==> src/rtl/core/pbre_pkg.sv <==
package pbre_pkg;

  localparam int CountBits = 16;
  // the repeat counter never grows past 16 bits, so at most five decimal digits
  localparam int CntW      = (CountBits < 16) ? CountBits : 16;
  localparam int QDepth    = 4;
  localparam int QPtrW     = $clog2(QDepth);

  localparam logic [CntW-1:0] CountMax = {CntW{1'b1}};

  localparam logic [6:0] CharHash = 7'd35;
  localparam logic [6:0] CharZero = 7'd48;
  localparam logic [6:0] CharA    = 7'd65;

  typedef struct packed {
    logic signed [15:0] sample_value;
    logic               last_sample;
    logic               empty_sequence;
  } in_item_t;

  typedef struct packed {
    logic [6:0] out_char;
    logic       last_of_item;
    logic       end_of_string;
  } out_item_t;

  // one word of work for the character sequencer
  typedef struct packed {
    logic            aa;        // empty marker: send "AA"
    logic            count_en;  // send '#', count, '#'
    logic [CntW-1:0] count;
    logic [2:0]      top_pos;   // power of ten of the leading digit
    logic            code_en;   // send two base64 symbols
    logic [11:0]     code;
    logic            eos;       // last character closes the string
  } job_t;

  typedef enum logic [2:0] {
    StAa0,
    StAa1,
    StHashOpen,
    StDigit,
    StHashClose,
    StCodeHi,
    StCodeLo
  } step_e;

  function automatic logic [6:0] b64_char(input logic [5:0] idx);
    logic [6:0] c;
    c = 7'(idx);
    if (idx < 6'd26) begin
      b64_char = c + 7'd65;
    end else if (idx < 6'd52) begin
      b64_char = c + 7'd71;
    end else if (idx < 6'd62) begin
      b64_char = c - 7'd4;
    end else if (idx == 6'd62) begin
      b64_char = 7'd43;
    end else begin
      b64_char = 7'd47;
    end
  endfunction

  function automatic logic [2:0] top_pos(input logic [CntW-1:0] c);
    logic [16:0] z;
    z = 17'(c);
    if (z >= 17'd10000) begin
      top_pos = 3'd4;
    end else if (z >= 17'd1000) begin
      top_pos = 3'd3;
    end else if (z >= 17'd100) begin
      top_pos = 3'd2;
    end else if (z >= 17'd10) begin
      top_pos = 3'd1;
    end else begin
      top_pos = 3'd0;
    end
  endfunction

  // d times ten to the pos, d a constant of the caller
  function automatic logic [16:0] digit_weight(input logic [2:0] pos, input int d);
    unique case (pos)
      3'd0:    digit_weight = 17'(d);
      3'd1:    digit_weight = 17'(d * 10);
      3'd2:    digit_weight = 17'(d * 100);
      3'd3:    digit_weight = 17'(d * 1000);
      default: digit_weight = 17'(d * 10000);
    endcase
  endfunction

endpackage

==> src/rtl/core/pbre_front.sv <==
module pbre_front (
  input  logic              clk_i,
  input  logic              rst_ni,
  input  logic              in_valid_i,
  input  pbre_pkg::in_item_t in_data_i,
  input  logic              q_full_i,
  output logic              in_stall_o,
  output logic              push_o,
  output pbre_pkg::job_t    job_o
);

  logic [11:0]               prev_q, prev_d;
  logic                      have_q, have_d;
  logic [pbre_pkg::CntW-1:0] count_q, count_d, cnt_inc;
  logic [11:0]               code;
  logic                      accept, want;

  assign in_stall_o = q_full_i;
  assign accept     = in_valid_i && !q_full_i;
  assign push_o     = accept && want;

  always_comb begin
    if (in_data_i.sample_value < -16'sd2048) begin
      code = 12'h800;
    end else if (in_data_i.sample_value > 16'sd2047) begin
      code = 12'h7ff;
    end else begin
      code = in_data_i.sample_value[11:0];
    end
    cnt_inc = (count_q == pbre_pkg::CountMax) ? count_q : count_q + 1'b1;

    job_o   = '0;
    want    = 1'b0;
    prev_d  = prev_q;
    have_d  = have_q;
    count_d = count_q;

    priority if (in_data_i.empty_sequence) begin
      // drop any open sequence
      job_o.aa  = 1'b1;
      job_o.eos = 1'b1;
      want      = 1'b1;
      prev_d    = '0;
      have_d    = 1'b0;
      count_d   = '0;
    end else if (!have_q) begin
      job_o.code_en = 1'b1;
      job_o.code    = code;
      want          = 1'b1;
      prev_d        = code;
      have_d        = 1'b1;
      count_d       = '0;
    end else if (code == prev_q) begin
      count_d = cnt_inc;
      if (in_data_i.last_sample) begin
        job_o.count_en = 1'b1;
        job_o.count    = cnt_inc;
        want           = 1'b1;
      end
    end else begin
      job_o.count_en = (count_q != '0);
      job_o.count    = count_q;
      job_o.code_en  = 1'b1;
      job_o.code     = code;
      want           = 1'b1;
      prev_d         = code;
      count_d        = '0;
    end

    job_o.top_pos = pbre_pkg::top_pos(job_o.count);

    if (!in_data_i.empty_sequence && in_data_i.last_sample) begin
      job_o.eos = 1'b1;
      prev_d    = '0;
      have_d    = 1'b0;
      count_d   = '0;
    end
  end

  always_ff @(posedge clk_i or negedge rst_ni) begin
    if (!rst_ni) begin
      prev_q  <= '0;
      have_q  <= 1'b0;
      count_q <= '0;
    end else if (accept) begin
      prev_q  <= prev_d;
      have_q  <= have_d;
      count_q <= count_d;
    end
  end

endmodule

==> src/rtl/core/pbre_fifo.sv <==
module pbre_fifo (
  input  logic           clk_i,
  input  logic           rst_ni,
  input  logic           push_i,
  input  pbre_pkg::job_t push_data_i,
  input  logic           pop_i,
  output pbre_pkg::job_t head_o,
  output logic           full_o,
  output logic           empty_o
);

  pbre_pkg::job_t             mem_q [pbre_pkg::QDepth];
  logic [pbre_pkg::QPtrW-1:0] wr_ptr_q, rd_ptr_q;
  logic [pbre_pkg::QPtrW:0]   cnt_q;
  logic                       do_pop;

  assign full_o  = (cnt_q == (pbre_pkg::QPtrW+1)'(pbre_pkg::QDepth));
  assign empty_o = (cnt_q == '0);
  assign head_o  = mem_q[rd_ptr_q];
  assign do_pop  = pop_i && !empty_o;

  always_ff @(posedge clk_i) begin
    if (push_i) begin
      mem_q[wr_ptr_q] <= push_data_i;
    end
  end

  always_ff @(posedge clk_i or negedge rst_ni) begin
    if (!rst_ni) begin
      wr_ptr_q <= '0;
      rd_ptr_q <= '0;
      cnt_q    <= '0;
    end else begin
      if (push_i) begin
        wr_ptr_q <= wr_ptr_q + 1'b1;
      end
      if (do_pop) begin
        rd_ptr_q <= rd_ptr_q + 1'b1;
      end
      cnt_q <= cnt_q + (pbre_pkg::QPtrW+1)'(push_i) - (pbre_pkg::QPtrW+1)'(do_pop);
    end
  end

endmodule

==> src/rtl/core/pbre_back.sv <==
module pbre_back (
  input  logic                clk_i,
  input  logic                rst_ni,
  input  pbre_pkg::job_t      head_i,
  input  logic                q_empty_i,
  output logic                pop_o,
  output logic                out_valid_o,
  output pbre_pkg::out_item_t out_data_o,
  input  logic                out_stall_i
);

  pbre_pkg::step_e           step_q, step_d;
  pbre_pkg::job_t            job_q, job_d;
  logic                      busy_q, busy_d;
  logic [pbre_pkg::CntW-1:0] rem_q, rem_d;
  logic [2:0]                pos_q, pos_d;
  logic                      out_valid_q, out_valid_d;
  pbre_pkg::out_item_t       out_q, out_d;

  logic [6:0]  ch;
  logic        last_ch, advance, load, out_free;
  logic [3:0]  digit;
  logic [16:0] sub;

  assign out_free    = !out_valid_q || !out_stall_i;
  assign advance     = busy_q && out_free;
  assign out_valid_o = out_valid_q;
  assign out_data_o  = out_q;

  always_comb begin
    digit = '0;
    sub   = '0;
    for (int d = 1; d <= 9; d++) begin
      if (17'(rem_q) >= pbre_pkg::digit_weight(pos_q, d)) begin
        digit = 4'(d);
        sub   = pbre_pkg::digit_weight(pos_q, d);
      end
    end
  end

  always_comb begin
    ch      = pbre_pkg::CharA;
    last_ch = 1'b0;
    step_d  = step_q;
    job_d   = job_q;
    busy_d  = busy_q;
    rem_d   = rem_q;
    pos_d   = pos_q;

    unique case (step_q)
      pbre_pkg::StAa0: begin
        step_d = pbre_pkg::StAa1;
      end
      pbre_pkg::StAa1: begin
        last_ch = 1'b1;
      end
      pbre_pkg::StHashOpen: begin
        ch     = pbre_pkg::CharHash;
        step_d = pbre_pkg::StDigit;
        pos_d  = job_q.top_pos;
      end
      pbre_pkg::StDigit: begin
        ch    = pbre_pkg::CharZero + 7'(digit);
        rem_d = pbre_pkg::CntW'(17'(rem_q) - sub);
        if (pos_q == 3'd0) begin
          step_d = pbre_pkg::StHashClose;
        end else begin
          pos_d = pos_q - 3'd1;
        end
      end
      pbre_pkg::StHashClose: begin
        ch = pbre_pkg::CharHash;
        if (job_q.code_en) begin
          step_d = pbre_pkg::StCodeHi;
        end else begin
          last_ch = 1'b1;
        end
      end
      pbre_pkg::StCodeHi: begin
        ch     = pbre_pkg::b64_char(job_q.code[11:6]);
        step_d = pbre_pkg::StCodeLo;
      end
      pbre_pkg::StCodeLo: begin
        ch      = pbre_pkg::b64_char(job_q.code[5:0]);
        last_ch = 1'b1;
      end
      default: begin
        step_d = pbre_pkg::StAa0;
      end
    endcase

    // hold the sequencer while the output register is blocked
    if (!advance) begin
      step_d = step_q;
      rem_d  = rem_q;
      pos_d  = pos_q;
    end

    load  = !busy_q || (advance && last_ch);
    pop_o = load && !q_empty_i;
    if (pop_o) begin
      job_d  = head_i;
      busy_d = 1'b1;
      rem_d  = head_i.count;
      priority if (head_i.aa) begin
        step_d = pbre_pkg::StAa0;
      end else if (head_i.count_en) begin
        step_d = pbre_pkg::StHashOpen;
      end else begin
        step_d = pbre_pkg::StCodeHi;
      end
    end else if (load) begin
      busy_d = 1'b0;
    end

    out_valid_d = out_valid_q;
    out_d       = out_q;
    if (advance) begin
      out_valid_d         = 1'b1;
      out_d.out_char      = ch;
      out_d.last_of_item  = last_ch;
      out_d.end_of_string = last_ch && job_q.eos;
    end else if (!out_stall_i) begin
      out_valid_d = 1'b0;
    end
  end

  always_ff @(posedge clk_i or negedge rst_ni) begin
    if (!rst_ni) begin
      step_q <= pbre_pkg::StAa0;
    end else begin
      step_q <= step_d;
    end
  end

  always_ff @(posedge clk_i or negedge rst_ni) begin
    if (!rst_ni) begin
      busy_q      <= 1'b0;
      out_valid_q <= 1'b0;
      pos_q       <= '0;
    end else begin
      busy_q      <= busy_d;
      out_valid_q <= out_valid_d;
      pos_q       <= pos_d;
    end
  end

  always_ff @(posedge clk_i) begin
    job_q <= job_d;
    rem_q <= rem_d;
    out_q <= out_d;
  end

endmodule

==> src/rtl/core/pitch_bend_base64_rle_encoder.sv <==
// channel | signals                          | word
// --------+----------------------------------+------------------------------------
// in      | in_valid_i, in_stall_o, in_data_i   | sample, last mark, empty marker
// out     | out_valid_o, out_stall_i, out_data_o| one character with end flags
//
// The input side takes one word per cycle while the 4-entry job queue has room.
// The output side sends one character per cycle while out_stall_i is low and work
// is queued; a sample yields two characters if its code is sent, none if it only
// extends a run, and count digits + 2 when a run is reported; the character sequencer in the back end sets the rate.
// Reset clears the run state, the queue and the output valid flag at once.
// A stall on the output holds the sequencer; the queue absorbs input meanwhile.
module pitch_bend_base64_rle_encoder (
  input  logic                clk_i,
  input  logic                rst_ni,
  input  logic                in_valid_i,
  output logic                in_stall_o,
  input  pbre_pkg::in_item_t  in_data_i,
  output logic                out_valid_o,
  input  logic                out_stall_i,
  output pbre_pkg::out_item_t out_data_o
);

  pbre_pkg::job_t push_job, head_job;
  logic           push, pop, q_full, q_empty;

  pbre_front u_front (
    .clk_i      (clk_i),
    .rst_ni     (rst_ni),
    .in_valid_i (in_valid_i),
    .in_data_i  (in_data_i),
    .q_full_i   (q_full),
    .in_stall_o (in_stall_o),
    .push_o     (push),
    .job_o      (push_job)
  );

  pbre_fifo u_fifo (
    .clk_i       (clk_i),
    .rst_ni      (rst_ni),
    .push_i      (push),
    .push_data_i (push_job),
    .pop_i       (pop),
    .head_o      (head_job),
    .full_o      (q_full),
    .empty_o     (q_empty)
  );

  pbre_back u_back (
    .clk_i       (clk_i),
    .rst_ni      (rst_ni),
    .head_i      (head_job),
    .q_empty_i   (q_empty),
    .pop_o       (pop),
    .out_valid_o (out_valid_o),
    .out_data_o  (out_data_o),
    .out_stall_i (out_stall_i)
  );

endmodule

==> config.mk <==
export PLATFORM = sky130hd
export DESIGN_NAME = pitch_bend_base64_rle_encoder
export DESIGN_NICKNAME = d
export VERILOG_FILES = /design/src/rtl/core/pbre_pkg.sv /design/src/rtl/core/pbre_front.sv /design/src/rtl/core/pbre_fifo.sv /design/src/rtl/core/pbre_back.sv /design/src/rtl/core/pitch_bend_base64_rle_encoder.sv
export SDC_FILE = /design/constraint.sdc
export NUM_CORES = 1
export LEC_CHECK = 0
export BUFFER_PORTS_ARGS = -buffer_cell sky130_fd_sc_hd__buf_2
export CAP_MARGIN = 20
export CORE_MARGIN = 5
export CORE_UTILIZATION = 40
export DETAILED_ROUTE_END_ITERATION = 10
export PLACE_DENSITY = 0.53
export SLEW_MARGIN = 15
export SYNTH_ARGS = -nofsm -noshare
export SYNTH_HDL_FRONTEND = slang
export SYNTH_SLANG_ARGS = --single-unit
export TNS_END_PERCENT = 100
==> constraint.sdc <==
create_clock -name clk_i -period 8.9 [get_ports clk_i]
set_clock_uncertainty 0.05 [all_clocks]
set_input_delay 0.89 -clock clk_i [delete_from_list [all_inputs] [get_ports clk_i]]
set_output_delay 0.89 -clock clk_i [all_outputs]
set_load 0.02 [all_outputs]
Word level (Yosys, flattened, before mapping). Memories as Yosys holds them, arrays and structs flattened. Cells that the tools add are included.

$add $sub $neg: 14. Order comparisons: 21. Equality and inequality tests: 20. Multiplexer cells: 86. Reductions and logical operators: 30.

Operators by type and width (count): 16-bit 2-to-1 mux (16); 17-bit case mux with 4 select lines (3); 16-bit case mux with 4 select lines (3); 15-bit case mux with 4 select lines (2); 12-bit 2-to-1 mux (6); 17-bit 2-to-1 mux (4); 14-bit case mux with 4 select lines (1); 16-bit by 17-bit greater-or-equal comparator with 1-bit output (3); 16-bit greater-or-equal comparator (3); 3-bit 2-to-1 mux (16); 7-bit 2-to-1 mux (6); 13-bit 2-to-1 mux (3); 16-bit by 15-bit greater-or-equal comparator with 1-bit output (2); 6-bit by 7-bit adder with 7-bit output, second input constant (4); 7-bit case mux with 4 select lines (1); 6-bit < comparator, second input constant (4); 3-bit case mux with 6 select lines (1); 1-bit 2-to-1 mux (17); 16-bit by 1-bit adder with 16-bit output, second input constant (1); 16-bit == test, second input constant (1); 16-bit by 10-bit greater-or-equal comparator with 1-bit output, second input constant (1); 16-bit by 14-bit greater-or-equal comparator with 1-bit output (1); 16-bit by 14-bit greater-or-equal comparator with 1-bit output, second input constant (1); 16-bit by 4-bit greater-or-equal comparator with 1-bit output, second input constant (1); 35 further kinds (70).

Bits in registers: 86. RAM bits: 140. Output and inout bits: 11. Memories kept: 1.

Memory list: u_fifo.mem_q (words 4, width 35, rd ports 1, clocked after memory_dff 0, wr ports 1, line pbre_fifo.sv:12) `pbre_pkg::job_t mem_q [pbre_pkg::QDepth];`.

Depth between registers and ports, before layout.
Depth after elaboration: 16. Gate-level depth with buffers: 31. Mapped depth without buffers: 30.

Modules after synthesis. A second synthesis with hierarchy kept.

Cells, all modules: 1423. Area total of the unflattened synthesis: 14869.3 µm².

Modules (own cells, without submodules): pbre_back (instances 1, cells each 800, area an instance 6508.7 µm², seq. area each 1461.4 µm²); pbre_fifo (instances 1, cells each 219, area an instance 5512.8 µm², seq. area each 4379.2 µm²); pbre_front (instances 1, cells each 404, area an instance 2847.7 µm², seq. area each 725.7 µm²).

Worst setup path after synthesis. OpenSTA, ideal clock, no wires.

Path kind: register -> register. Start: reg u_back.pos_q[2]. End: reg u_back.rem_q[12] (netlist bit) (data pin). Data arrival time: 5.639 ns. Required time: 8.554 ns. Setup slack: 2.916 ns. Stages on the path, launching flop included: 27. Clock period less this slack: 5.984 ns. Cell sequence: dfrtp_1 > clkbuf_1 > clkinv_1 > nand2_1 > inv_1 > ha_1 > or4b_1 > a311oi_1 > a221oi_1 > o2111ai_1 > nand2_1 > a211o_1 > a221o_1 > o21ai_0 > a211oi_1 > o21ai_1 > ha_1 > a21o_1 > a21oi_1 > o21bai_1 > a21oi_1 > o21bai_1 > a21oi_1 > o21ai_0 > o31ai_1 > xor2_1 > o21ai_0.

Longest elaborated chain between the ends: 16.

Ends and longest elaborated chain: start: declaration (line pbre_back.sv:16) `logic [2:0] pos_q, pos_d;`; start signal: assignment (line pbre_back.sv:144) `pos_q <= pos_d;`; 3-bit by 2-bit == test with 1-bit output, or another cell as far along (line pbre_pkg.sv:82) `unique case (pos)`; 14-bit case mux with 4 select lines (line pbre_pkg.sv:82); 16-bit by 14-bit greater-or-equal comparator with 1-bit output (line pbre_back.sv:34) `if (17'(rem_q) >= pbre_pkg::digit_weight(pos_q, d)) begin`; 14-bit 2-to-1 mux (line pbre_back.sv:34); 16-bit 2-to-1 mux (7 in series) (line pbre_back.sv:34); 16-bit 2-to-1 mux * (line pbre_back.sv:34); 16-bit subtractor * (line pbre_back.sv:64) `rem_d = pbre_pkg::CntW'(17'(rem_q) - sub);`; 16-bit 2-to-1 mux * (line pbre_back.sv:50) `unique case (step_q)`; 16-bit 2-to-1 mux * (line pbre_back.sv:93) `if (!advance) begin`; 16-bit 2-to-1 mux * (line pbre_back.sv:101) `if (pop_o) begin`; via u_back.rem_d (one bit) (line pbre_back.sv:15) `logic [pbre_pkg::CntW-1:0] rem_q, rem_d;`; end signal: assignment (line pbre_back.sv:150) `rem_q <= rem_d;`; end: declaration (line pbre_back.sv:15).

The timed path passes the listed nets; every way through them passes the cells marked *. The select of a mux whose other input is x is not followed. A chain may end at the register's enable or synchronous reset.

Worst setup path in the final report.
Start: reg u_back.pos_q[1]. End: reg u_back.rem_q[14] (netlist bit) (data pin).

The elaborated chain is that of the path after synthesis.

==> impl_metrics.py <==
metrics = {
    "run_status": {
        "status": "completed",
    },
    "placement": {
        "portBuffers": 32,
        "dp_hpwl_um": 29010,
        "dp.cells": 1872,
        "routabilityCongestion": 0.9371,
    },
    "synth": {
        "yosys_warnings": 0,
        "netlist.area_leader.share": 0.3724,
        "yosysSeqAreaShare": 0.4474,
        "ys_top_cells_by_area": "edfxtp_1 37%, ha_1 9.1%, dfrtp_1 7.5%, mux4_2 5.4%, o21ai_0 3.5%",
        "synth_cell_type_count": 96,
        "synth_seq_cells": 226,
        "synth_enable_flop_cells": 182,
        "netlist_area_mm2": 0.01468,
        "synth-main-ff-cell": "edfxtp_1",
        "ys_async_sr_fraction": 0.1947,
        "synth_nets": 1557,
        "yosys.area.top_type": "edfxtp_1",
        "synth_cells": 1426,
        "syn_area_per_cell_um2": 10.29,
    },
    "finish": {
        "stdcell_count": 1920,
        "final_common_cell": "edfxtp_1",
        "drive_above_1_share": 0.1040,
        "synthToLayoutAreaGrowth_pct": 9.335,
        "mostFrequentLayoutCells": "182 x edfxtp_1, 136 x nand2_1, 109 x nor2_1, 107 x ha_1, 104 x o21ai_0",
        "n_antenna_cell": 0,
        "multiInputGateArea_mm2": 0.007609,
        "fin_util": 0.4404,
        "fillers": 3457,
        "fin_nets": 1563,
        "seq_area_mm2": 0.006568,
    },
    "routing": {
        "dr.first_iter.drc_count": 967,
        "drc": 0,
        "vias_per_cell": 6.032,
        "wirelength_um": 40580,
        "ant_nets": 0,
        "drtPass1Iterations": 5,
        "wl_per_cell_um": 21.14,
        "vias": 11582,
    },
    "critical_path": {
        "r2r_cells": 20,
        "cp_cell_sequence": "ha_1, nor2b_1, inv_1, ha_1, a21oi_1, nand2_1, a2111o_1, nor2_1, and3_1, a31oi_1, fa_1, a21o_1, a21oi_1, o21bai_1, a21oi_1, o21bai_1, a21oi_1, o21ai_0, o41ai_1, o211ai_1",
        "crit_fanout": 14,
        "required_ps": 9120,
        "slowest_delay_ps": 760,
        "cp_common_cell": "a21oi_1",
        "r2r_slack_ps": 1650,
        "r2r-end": "u_back.rem_q[14]",
        "cpLargestDelayFamily": "compound AO/OA/AOI/OAI gates",
        "crit_type": "register to register",
        "r2r_start": "u_back.pos_q[1]",
        "worstPathArrival_ps": 7470,
        "path_buf_inv": 1,
        "critPathLaunchType": "register",
        "slowest_stage": "nor2_1",
        "crit_path_end_kind": "register",
    },
    "sta": {
        "hold_viol_final": 0,
        "fmax_mhz": 137.9,
        "slew_headroom": 0.2805,
        "setup-violations-final": 0,
        "finalCriticalPeriod_ps": 7253,
        "fin_tns_setup_ps": 0,
        "post-route-period-util": 0.8149,
        "holdWs_ps": 409.0,
        "rsz0062_at_grt": "no",
        "drv_slew": 0,
        "tightest_slew_ps": 1075,
    },
    "pwr": {
        "powerDensity_mw_per_mm2": 427.9,
        "ir_drop_v": 0.0001634,
        "power_switching_mw": 3.157,
        "seq_power_share": 0.264,
        "clock_power_share": 0.145,
        "p_sw_frac": 0.4597,
        "total_power_mw": 6.867,
        "leakagePower_nw": 5.936,
        "combPwrFrac": 0.590,
        "p_int_mw": 3.710,
    },
    "cts": {
        "clk_latency_ps": 540,
        "htreeDepth": 1,
        "cts_tree": "done",
        "path_clk_slew_ps": 60,
        "clk_path_buf_depth": 3,
        "cts_root_buf": "clkbuf_16",
        "cts_hold_buf": 0,
        "clock_sinks": 226,
        "cts_setup_buffers": 0,
        "cts.repair.resized": 0,
        "cts_buffers": 26,
    },
    "global_routing": {
        "grt_pass1_wl_um": 65300,
        "track_usage": 0.1966,
        "overflow": 0,
        "grt_pass1_vias": 11415,
        "antenna_found_initial": 0,
        "grt_max_degree": 45,
    },
    "floorplanning": {
        "row_count": 70,
        "io_pins": 33,
        "core_mm2": 0.03643,
        "start_util": 0.4028,
        "die-area_mm2": 0.04062,
        "die_h_um": 201.6,
        "die_width_um": 201.6,
    },
    "worst_hold_path": {
        "hp-class": "input pin to asynchronous set/reset pin",
    },
    "job": {
        "maxCapViolations": 0,
    },
}
## sequential cells by signal, summed over array words and instances, names as in the netlist, 3 cells and up
| register | flops |
|---|---|
| u_back.job_q | 17 |
| u_back.out_data_o | 9 |
| u_back.pos_q | 3 |
| u_back.rem_q | 16 |
| u_back.step_q | 3 |
| u_fifo.cnt_q | 3 |
| u_fifo.mem_q | 140 |
| u_front.count_q | 16 |
| u_front.prev_q | 12 |
## through the flow
stage	instance area, um^2	setup slack, ps
floorplan	14680	2916
global placement	15250	1827
detailed placement	15250	1857
CTS	16050	1880
global route	16050	1301
finish	16050	1647
## power by group through the flow
stage	Combinational, mW	Clock, mW	Sequential [mW]
2_1_floorplan	2.98	0	1.72
3_3_place_gp	4.02	0	1.83
3_5_place_dp	4.00	0	1.83
4_1_cts	4.03	1.02	1.81
5_1_grt	4.50	1.07	1.85
6_report	4.05	0.997	1.82
## cell usage after synthesis, types with 6 or more instances
library cell / count
or3_1: 7
inv_1: 60
o22ai_1: 19
nor3_1: 35
or2_2: 8
a21boi_0: 7
edfxtp_1: 182
o21bai_1: 6
o21a_1: 19
a2bb2oi_1: 6
and3_1: 14
mux4_2: 35
nor4_1: 13
a31oi_1: 23
nor2b_1: 19
a22o_1: 6
nand4_1: 22
nor2_1: 109
o21ai_0: 104
ha_1: 107
o31ai_1: 19
nand2b_1: 13
dfrtp_1: 44
nand3_1: 36
a211oi_1: 14
a21o_1: 22
and2_1: 21
o211ai_1: 12
a21oi_1: 93
nand2_1: 136
clkbuf_1: 51
xnor2_1: 17
o2111ai_1: 9
## worst max-delay path by stage
stage / start / endpoint / slack [ps] / cells after the start
3_3_place_gp: u_back.pos_q[1] / u_back.rem_q[14] / 1830 / 20
2_1_floorplan: u_back.pos_q[2] / u_back.rem_q[12] / 2920 / 26
6_report: u_back.pos_q[1] / u_back.rem_q[14] / 1650 / 20
3_5_place_dp: u_back.pos_q[1] / u_back.rem_q[14] / 1860 / 20
4_1_cts: u_back.pos_q[1] / u_back.rem_q[14] / 1880 / 21
5_1_grt: u_back.pos_q[1] / u_back.rem_q[14] / 1300 / 27
## per-layer routing
| metal | wire length, um | global-route usage | vias to the layer above | part of all wire |
|---|---|---|---|---|
| met5 | 0 | 0 | - | 0 |
| met3 | 1970 | 0.02192 | 65 | 0.049 |
| met4 | 1119 | 0.05615 | 0 | 0.028 |
| met2 | 18640 | 0.3212 | 365 | 0.46 |
| met1 | 18860 | 0.2787 | 5622 | 0.46 |
| li1 | - | - | 5530 | - |
## cells by family (layout without fill, tap and decap cells)
kind of cell / Yosys count / count (layout) / share of synthesized area
AND/OR/NAND/NOR: 458 / 458 / 0.1513
AO/OA/AOI/OAI: 441 / 441 / 0.2016
flip-flops: 226 / 226 / 0.4474
buffers and inverters: 130 / 156 / 0.03521
adder cells (fa/ha/maj): 109 / 109 / 0.09395
multiplexers: 41 / 41 / 0.05797
XOR/XNOR: 21 / 21 / 0.01253
## worst register-to-register path: stages (launching register included)
cell and delay, ps:
dfrtp_1 450, ha_1 560, nor2b_1 530, inv_1 440, ha_1 470, a21oi_1 140, nand2_1 60, a2111o_1 440
nor2_1 760, and3_1 540, a31oi_1 220, fa_1 500, a21o_1 200, a21oi_1 210, o21bai_1 90, a21oi_1 220
o21bai_1 100, a21oi_1 260, o21ai_0 210, o41ai_1 420, o211ai_1 160
## final cells by class
cell class / instances / area share
tap: 468 / 0.03649
sequential: 226 / 0.4093
timing repair buffer: 43 / 0.01513
clock inverter: 17 / 0.008031
clock buffer: 31 / 0.04172
multi-input combinational: 1070 / 0.4742
inverter: 65 / 0.01520
Power figures use the tool's default switching activity.
